$ cat config.mk
export PLATFORM = sky130hd
export DESIGN_NAME = port_vlan_membership_table_top
export DESIGN_NICKNAME = d
export VERILOG_FILES = /design/src/hdl/pvmt_pkg.sv /design/src/hdl/pvmt_ram.sv /design/src/hdl/pvmt_slot_cmp.sv /design/src/hdl/port_vlan_membership_table_top.sv
export SDC_FILE = /design/constraint.sdc
export NUM_CORES = 1
export LEC_CHECK = 0
export BUFFER_PORTS_ARGS = -buffer_cell sky130_fd_sc_hd__buf_4
export CELL_PAD_IN_SITES_DETAIL_PLACEMENT = 0
export CELL_PAD_IN_SITES_GLOBAL_PLACEMENT = 1
export CORE_MARGIN = 2
export CORE_UTILIZATION = 50
export DETAILED_ROUTE_END_ITERATION = 6
export GPL_TIMING_DRIVEN = 0
export PLACE_DENSITY_LB_ADDON = 0.2
export SLEW_MARGIN = 30
export SYNTH_ARGS = -nofsm -noshare
export SYNTH_HDL_FRONTEND = slang
export SYNTH_SLANG_ARGS = --single-unit
$ cat constraint.sdc
create_clock -name clk -period 3.45 [get_ports clk]
set_input_delay 0.345 -clock clk [delete_from_list [all_inputs] [get_ports clk]]
set_output_delay 0.345 -clock clk [all_outputs]
set_load 0.02 [all_outputs]
$ cat src/hdl/pvmt_pkg.sv
// Shared types and codes for the port VLAN membership table.
package pvmt_pkg;

    localparam int VID_W  = 12;
    localparam int REQ_W  = 2;
    localparam int MODE_W = 2;
    localparam int ST_W   = 3;

    // Request types
    localparam logic [REQ_W-1:0] REQ_SET_MODE = 2'd0;
    localparam logic [REQ_W-1:0] REQ_ADD_VLAN = 2'd1;
    localparam logic [REQ_W-1:0] REQ_MARK_IP  = 2'd2;

    // L2 modes
    localparam logic [MODE_W-1:0] MODE_UNKNOWN = 2'd0;
    localparam logic [MODE_W-1:0] MODE_ACCESS  = 2'd1;
    localparam logic [MODE_W-1:0] MODE_TRUNK   = 2'd2;

    // Result status codes
    localparam logic [ST_W-1:0] ST_APPLIED  = 3'd0;
    localparam logic [ST_W-1:0] ST_NOCHANGE = 3'd1;
    localparam logic [ST_W-1:0] ST_CLEARED  = 3'd2;
    localparam logic [ST_W-1:0] ST_L3       = 3'd3;
    localparam logic [ST_W-1:0] ST_NOL2     = 3'd4;
    localparam logic [ST_W-1:0] ST_FULL     = 3'd5;

    // Outcome of comparing one slot against the requested VLAN
    typedef struct packed {
        logic hit;
        logic empty;
    } cmp_res_t;

endpackage

$ cat src/hdl/pvmt_ram.sv
// Generic single-write, single-read RAM with registered read data.
module pvmt_ram #(
    parameter int WIDTH = 12,
    parameter int DEPTH = 8
) (
    input  logic                     clk,
    input  logic                     we,
    input  logic [$clog2(DEPTH)-1:0] waddr,
    input  logic [WIDTH-1:0]         wdata,
    input  logic [$clog2(DEPTH)-1:0] raddr,
    output logic [WIDTH-1:0]         rdata
);

    logic [WIDTH-1:0] mem [DEPTH];

    always_ff @(posedge clk)
    begin
        if (we)
        begin
            mem[waddr] <= wdata;
        end
        rdata <= mem[raddr];
    end

endmodule

$ cat src/hdl/pvmt_slot_cmp.sv
// Shared slot comparator: checks one slot for a match or for being empty.
module pvmt_slot_cmp (
    input  logic [pvmt_pkg::VID_W-1:0] slot_data,
    input  logic                       slot_valid,
    input  logic [pvmt_pkg::VID_W-1:0] vid,
    output pvmt_pkg::cmp_res_t         res
);

    logic [pvmt_pkg::VID_W-1:0] entry;

    // A slot that has not been written since it was cleared reads as empty.
    assign entry     = slot_valid ? slot_data : '0;
    assign res.hit   = (entry == vid);
    assign res.empty = (entry == '0);

endmodule

$ cat src/hdl/port_vlan_membership_table_top.sv
// Top level of the port VLAN membership table: sequencer, mode state and slot store.
//
// Usage: a request word (req_type, mode_req, vlan_number) is taken on a rising
// edge where start is high and busy is low. Exactly one result word (status,
// mode_now) follows, shown for one cycle with done high; the receiver cannot
// stall, so it must capture the word in that cycle.
// Set-mode, mark-IP, refused requests and access-mode add-VLAN need no walk:
// done rises in the cycle after acceptance. A trunk-mode add-VLAN walks the
// slot RAM one slot per cycle through the shared comparator, reading the next
// slot while checking the current one, and stops at the first matching or
// empty slot or at the last slot; the single RAM read port sets this pace.
// busy is high while the walk runs and a new request may be accepted in the
// cycle in which done is high.
// Reset clears the mode to unknown, the IP flag and the per-slot valid bits,
// so every slot reads as empty at once; no clearing pass is needed.
module port_vlan_membership_table_top #(
    parameter int SLOT_COUNT = 8
) (
    input  logic                        clk,
    input  logic                        rst_n,
    input  logic                        start,
    output logic                        busy,
    input  logic [pvmt_pkg::REQ_W-1:0]  req_type,
    input  logic                        mode_req,
    input  logic [pvmt_pkg::VID_W-1:0]  vlan_number,
    output logic                        done,
    output logic [pvmt_pkg::ST_W-1:0]   status,
    output logic [pvmt_pkg::MODE_W-1:0] mode_now
);

    localparam int IDX_W = $clog2(SLOT_COUNT);
    localparam logic [IDX_W-1:0] LAST_IDX = IDX_W'(SLOT_COUNT - 1);

    localparam logic [0:0] S_IDLE = 1'b0;
    localparam logic [0:0] S_SCAN = 1'b1;

    logic [0:0]                  state_reg, state_next;
    logic [pvmt_pkg::MODE_W-1:0] mode_reg, mode_next;
    logic                        ip_reg, ip_next;
    logic [SLOT_COUNT-1:0]       valid_reg, valid_next;
    logic [IDX_W-1:0]            chk_idx_reg, chk_idx_next;
    logic [pvmt_pkg::VID_W-1:0]  vid_reg, vid_next;
    logic                        done_reg, done_next;
    logic [pvmt_pkg::ST_W-1:0]   status_reg, status_next;

    logic                        ram_we;
    logic [IDX_W-1:0]            ram_waddr;
    logic [pvmt_pkg::VID_W-1:0]  ram_wdata;
    logic [IDX_W-1:0]            ram_raddr;
    logic [pvmt_pkg::VID_W-1:0]  ram_rdata;
    logic [pvmt_pkg::MODE_W-1:0] want_mode;
    pvmt_pkg::cmp_res_t          cmp_res;

    pvmt_ram #(
        .WIDTH(pvmt_pkg::VID_W),
        .DEPTH(SLOT_COUNT)
    ) u_slot_ram (
        .clk  (clk),
        .we   (ram_we),
        .waddr(ram_waddr),
        .wdata(ram_wdata),
        .raddr(ram_raddr),
        .rdata(ram_rdata)
    );

    pvmt_slot_cmp u_slot_cmp (
        .slot_data (ram_rdata),
        .slot_valid(valid_reg[chk_idx_reg]),
        .vid       (vid_reg),
        .res       (cmp_res)
    );

    assign want_mode = mode_req ? pvmt_pkg::MODE_TRUNK : pvmt_pkg::MODE_ACCESS;

    always_comb
    begin
        state_next   = state_reg;
        mode_next    = mode_reg;
        ip_next      = ip_reg;
        valid_next   = valid_reg;
        chk_idx_next = chk_idx_reg;
        vid_next     = vid_reg;
        done_next    = 1'b0;
        status_next  = status_reg;
        ram_we       = 1'b0;
        ram_waddr    = '0;
        ram_wdata    = vid_reg;
        ram_raddr    = '0;

        case (state_reg)
            S_IDLE:
            begin
                // Slot 0 is fetched while idle so a trunk walk starts checking at once.
                ram_raddr = '0;
                if (start)
                begin
                    vid_next  = vlan_number;
                    done_next = 1'b1;
                    case (req_type)
                        pvmt_pkg::REQ_SET_MODE:
                        begin
                            if (ip_reg)
                            begin
                                ip_next     = 1'b0;
                                mode_next   = want_mode;
                                status_next = pvmt_pkg::ST_APPLIED;
                            end
                            else if (mode_reg == pvmt_pkg::MODE_UNKNOWN)
                            begin
                                mode_next   = want_mode;
                                status_next = pvmt_pkg::ST_APPLIED;
                            end
                            else if (mode_reg == want_mode)
                            begin
                                status_next = pvmt_pkg::ST_NOCHANGE;
                            end
                            else
                            begin
                                if (mode_reg == pvmt_pkg::MODE_TRUNK &&
                                    want_mode == pvmt_pkg::MODE_ACCESS)
                                begin
                                    valid_next = '0;
                                end
                                mode_next   = want_mode;
                                status_next = pvmt_pkg::ST_APPLIED;
                            end
                        end
                        pvmt_pkg::REQ_ADD_VLAN:
                        begin
                            if (ip_reg)
                            begin
                                status_next = pvmt_pkg::ST_L3;
                            end
                            else if (mode_reg == pvmt_pkg::MODE_ACCESS)
                            begin
                                // Slots above 0 are only ever written with non-zero VLANs.
                                status_next = (|valid_reg[SLOT_COUNT-1:1]) ?
                                              pvmt_pkg::ST_CLEARED : pvmt_pkg::ST_APPLIED;
                                valid_next  = SLOT_COUNT'(1);
                                ram_we      = 1'b1;
                                ram_waddr   = '0;
                                ram_wdata   = vlan_number;
                            end
                            else if (mode_reg != pvmt_pkg::MODE_TRUNK)
                            begin
                                status_next = pvmt_pkg::ST_NOL2;
                            end
                            else
                            begin
                                done_next    = 1'b0;
                                chk_idx_next = '0;
                                state_next   = S_SCAN;
                            end
                        end
                        pvmt_pkg::REQ_MARK_IP:
                        begin
                            ip_next     = 1'b1;
                            status_next = pvmt_pkg::ST_APPLIED;
                        end
                        default:
                        begin
                            status_next = pvmt_pkg::ST_NOCHANGE;
                        end
                    endcase
                end
            end
            S_SCAN:
            begin
                ram_raddr = chk_idx_reg + IDX_W'(1);
                if (cmp_res.hit)
                begin
                    status_next = pvmt_pkg::ST_NOCHANGE;
                    done_next   = 1'b1;
                    state_next  = S_IDLE;
                end
                else if (cmp_res.empty)
                begin
                    ram_we                  = 1'b1;
                    ram_waddr               = chk_idx_reg;
                    ram_wdata               = vid_reg;
                    valid_next[chk_idx_reg] = 1'b1;
                    status_next             = pvmt_pkg::ST_APPLIED;
                    done_next               = 1'b1;
                    state_next              = S_IDLE;
                end
                else if (chk_idx_reg == LAST_IDX)
                begin
                    status_next = pvmt_pkg::ST_FULL;
                    done_next   = 1'b1;
                    state_next  = S_IDLE;
                end
                else
                begin
                    chk_idx_next = chk_idx_reg + IDX_W'(1);
                end
            end
            default:
            begin
                state_next = S_IDLE;
            end
        endcase
    end

    always_ff @(posedge clk or negedge rst_n)
    begin
        if (!rst_n)
        begin
            state_reg   <= S_IDLE;
            mode_reg    <= pvmt_pkg::MODE_UNKNOWN;
            ip_reg      <= 1'b0;
            valid_reg   <= '0;
            chk_idx_reg <= '0;
            done_reg    <= 1'b0;
        end
        else
        begin
            state_reg   <= state_next;
            mode_reg    <= mode_next;
            ip_reg      <= ip_next;
            valid_reg   <= valid_next;
            chk_idx_reg <= chk_idx_next;
            done_reg    <= done_next;
        end
    end

    always_ff @(posedge clk)
    begin
        vid_reg    <= vid_next;
        status_reg <= status_next;
    end

    assign busy     = (state_reg == S_SCAN);
    assign done     = done_reg;
    assign status   = status_reg;
    assign mode_now = mode_reg;

    // A result word is only ever shown once the walk has finished.
    assert property (@(posedge clk) disable iff (!rst_n) done_reg |-> !busy)
        else $error("result word shown while the slot walk is running");

    // Every request other than a trunk-mode add gives its word in the next cycle.
    assert property (@(posedge clk) disable iff (!rst_n)
        (start && !busy && !(req_type == pvmt_pkg::REQ_ADD_VLAN && !ip_reg &&
                             mode_reg == pvmt_pkg::MODE_TRUNK)) |=> done_reg)
        else $error("single-cycle request gave no result word");

    // A trunk add enters the walk and produces no word in the next cycle.
    assert property (@(posedge clk) disable iff (!rst_n)
        (start && !busy && req_type == pvmt_pkg::REQ_ADD_VLAN && !ip_reg &&
         mode_reg == pvmt_pkg::MODE_TRUNK) |=> (busy && !done_reg && chk_idx_reg == '0))
        else $error("trunk add did not start the slot walk");

    // The mode changes only on an accepted set-mode request.
    assert property (@(posedge clk) disable iff (!rst_n)
        (mode_reg != $past(mode_reg)) |-> ($past(start) && !$past(busy) &&
                                           $past(req_type) == pvmt_pkg::REQ_SET_MODE))
        else $error("port mode changed without a set-mode request");

endmodule
==> impl_metrics.env <==
export IMPL_run_status="finished, final reports clean"
export IMPL_final_layout_size_suffix_gt1_frac=0.2045
export IMPL_wl_per_cell_um=19.21
export IMPL_combinational_family_with_the_most_area_after_synthesis="compound AO/OA/AOI/OAI gates"
export IMPL_die_area_sq_um=12660
export IMPL_top_level_ports=25
export IMPL_die_y_um=112.5
export IMPL_post_synthesis_instance_area_sq_um=5888
export IMPL_synthesis_stage_register_bit_count=139
export IMPL_crit_path_max_incr_delay_ns=0.69
export IMPL_worst_hold_margin_ns=0.1079
export IMPL_clock_tree_buffer_depth=2
export IMPL_placed_cell_area_sq_um=6247
export IMPL_synth_top_cell_area_share=0.5661
export IMPL_critPathRequiredTime_ns=3.51
export IMPL_synth_top_flop_cell="edfxtp_1"
export IMPL_grt_max_degree=17
export IMPL_achievable_frequency_ghz=0.3109
export IMPL_io_buffer_count=24
export IMPL_h_tree_lvls=4
export IMPL_cts_repair_timing_setup_buffer_count=0
export IMPL_syn_inst=427
export IMPL_remaining_drc_errors=0
export IMPL_synth_most_common_cell="edfxtp_1"
export IMPL_report_power_total_mw=4.285
export IMPL_period_needed_ns=3.216
export IMPL_synth_fa_ha_area_frac=0.004250
export IMPL_setup_worst_path_class="reg2reg"
export IMPL_cts_tree="yes"
export IMPL_top_layer="met4"
export IMPL_grt_util_overall=0.2063
export IMPL_post_route_worst_setup_slack_ns=0.2338
export IMPL_placed_cells_incl_taps=594
export IMPL_slowest_stage="mux4_2"
export IMPL_setup_tns_ns=0
export IMPL_finish_utilization=0.5972
export IMPL_grt_setup_unrepaired="false"
export IMPL_antenna_cells_inserted=0
export IMPL_dpl_hpwl_mm=8.597
export IMPL_total_grt_overflow=0
export IMPL_async_reset_ff_frac=0.1151
export IMPL_synth_mux_area_frac=0.08457
export IMPL_worstHoldPathType="in2reg"
export IMPL_drt_total_wl_mm=12.04
export IMPL_timing_max_slew_rel_slack=0.4074
export IMPL_synth_xor_area_frac=0.01041
export IMPL_syn_mean_instance_area_sq_um=13.79
export IMPL_share_of_the_clock_period_used_by_the_worst_path=0.9322
export IMPL_cts_reportedPaths_clkPinSlew_ns=0.06
export IMPL_synth_edff_count=111
export IMPL_vias_per_cell=5.684
export IMPL_post_place_ws_ns=0.1384
export IMPL_clock_network_latency_to_the_later_pin_of_the_worst_skew_pair_ns=0.42
export IMPL_static_leakage_power_nw=2.405
export IMPL_antenna_violating_nets_post_route=0
export IMPL_syn_num_nets=447
export IMPL_ir_worst_vdd_uv=446.5
export IMPL_timing_final_max_slew_violations=0
export IMPL_rows=39
export IMPL_power_density_nw_per_um2=625.7
export IMPL_cts_buffers=17
export IMPL_timing_hold_violations_final=0
export IMPL_flip_flop_count_of_the_largest_register_after_layout=96
export IMPL_dr_total_vias=3564
export IMPL_core_area_sq_um=11470
export IMPL_drt_met1_wl_mm=5.649
export IMPL_worstPathMaxFanout=12
export IMPL_synth_yosys_warnings=0
export IMPL_cp_arrival_ns=3.28
export IMPL_maximum_clock_skew_at_final_layout_ns=0.01024
export IMPL_clock_root_buffer="clkbuf_16"
export IMPL_global_placement_routability_congestion=0.7872
export IMPL_cells_on_worst_hold_path=1
export IMPL_startpoint_type="flip-flop"
export IMPL_synth_sequential_area_ratio=0.6749
export IMPL_synth_simple_area_share=0.09499
export IMPL_drv_cap=0
export IMPL_grt_pass1_vias=3583
export IMPL_post_synth_top_area_cell="edfxtp_1"
export IMPL_grt_antenna_before_repair=0
export IMPL_worst_slew_pin_transition_ns=0.8796
export IMPL_timing_critical_path_cells="clkbuf_1 > mux4_2 > nor2b_1 > xnor2_1 > and4_4 > a21oi_2 > buf_6 > and2_1"
export IMPL_initialDrtViolationCount=338
export IMPL_final_design_area_no_fill_sq_um=6848
export IMPL_reg2reg_depth=8
export IMPL_report_final_setup_viol=0
export IMPL_yosys_cell_types_count=50
export IMPL_drt_pass1_iter_count=4
export IMPL_wl_met3_um=596
export IMPL_detailroute_wirelength_met2_mm=5.575
export IMPL_area_growth_pct=16.30
export IMPL_die_x_um=112.5
export IMPL_worst_setup_path_end_kind="flip-flop"
export IMPL_final_instance_count_without_filler_cells=627
export IMPL_initial_utilization=0.5135
export IMPL_cts_sinks=139
export IMPL_grt_first_pass_wirelength_mm=19.34
export IMPL_final_nets=491
export IMPL_fraction_of_the_mapped_netlist_area_in_compound_gates=0.1077
export IMPL_post_synth_main_area_contributors="edfxtp_1, dfrtp_1, mux4_2, nand2_1, dfxtp_1"
export IMPL_synth_top_cells_by_count="edfxtp_1, nand2_1, o21ai_0"
==> what timing repair did <==
action                                  in CTS  in global routing
endpoints found under the hold margin       16                  0
hold buffers                                 1                  0
resized for setup                            0                  6
endpoints found under the setup margin       0                 72
==> cells in the final DEF, fill, tap and decap left out, types with 5 or more instances in the layout <==
cell,instances
buf_4,25
nand2b_1,8
and2_2,5
mux2_2,12
nor4_1,5
inv_1,9
inv_6,5
nor2_1,16
a22oi_1,13
xnor2_1,5
a21oi_1,5
clkbuf_16,17
nand2_1,65
mux2i_1,7
dfrtp_1,16
nor3_1,9
dfxtp_1,12
clkbuf_1,15
edfxtp_1,111
o21ai_0,41
a22o_1,7
mux4_2,13
==> critical path, delay by kind of cell (launching register included) <==
kind	cells	cell delay, ns
AOI/OAI and AO/OA	1	0.38
and+or+nand+nor	3	0.87
DFF	1	0.34
xor gates and xnor gates	1	0.08
buffers and inverters	2	0.49
muxes	1	0.69
==> metal layers <==
metal,GRT usage,vias up
li1,-,1723
met1,0.2841,1741
met2,0.3145,79
met3,0.06263,21
met4,0.07480,0
met5,0,-
==> layout make-up <==
| cell class | instances | area, sq um |
|---|---|---|
| clock inverter | 15 | 157.7 |
| timing repair buffer | 25 | 190.2 |
| clock buffer | 17 | 425.4 |
| inverter | 9 | 33.78 |
| sequential | 139 | 3974 |
| tap | 143 | 178.9 |
| fill | 901 | 4619 |
| multi-input combinational | 257 | 1785 |
| buffer | 22 | 102.6 |
==> worst paths after layout <==
check	start	to	slack, ns
setup reg to reg	chk_idx_reg[1]	u_slot_ram.mem[2][11]	0.23
max in group asynchronous	rst_n	mode_now[1]	2.94
setup / recovery	chk_idx_reg[1]	u_slot_ram.mem[2][11]	0.23
min in group asynchronous	rst_n	valid_reg[1]	0.32
hold reg to reg	valid_reg[5]	valid_reg[5]	0.54
hold / removal	vlan_number[7]	vid_reg[7]	0.11
==> report_power, final <==
group,internal [mW],switching [mW],leakage (nW)
logic,0.227,0.358,0.802
registers,1.89,0.0529,1.32
clock network,1.02,0.736,0.278
total,3.14,1.15,2.40
==> kinds of logic (layout without fill, tap and decap cells) <==
kind of cell	count (synthesis)	count (layout)
AO/OA/AOI/OAI	94	94
XOR/XNOR	7	7
adder cells (fa/ha/maj)	2	2
buffers and inverters	31	88
flip-flops	139	139
multiplexers	32	32
AND/OR/NAND/NOR	122	122
Note: power is estimated with default switching activity, not from simulation.
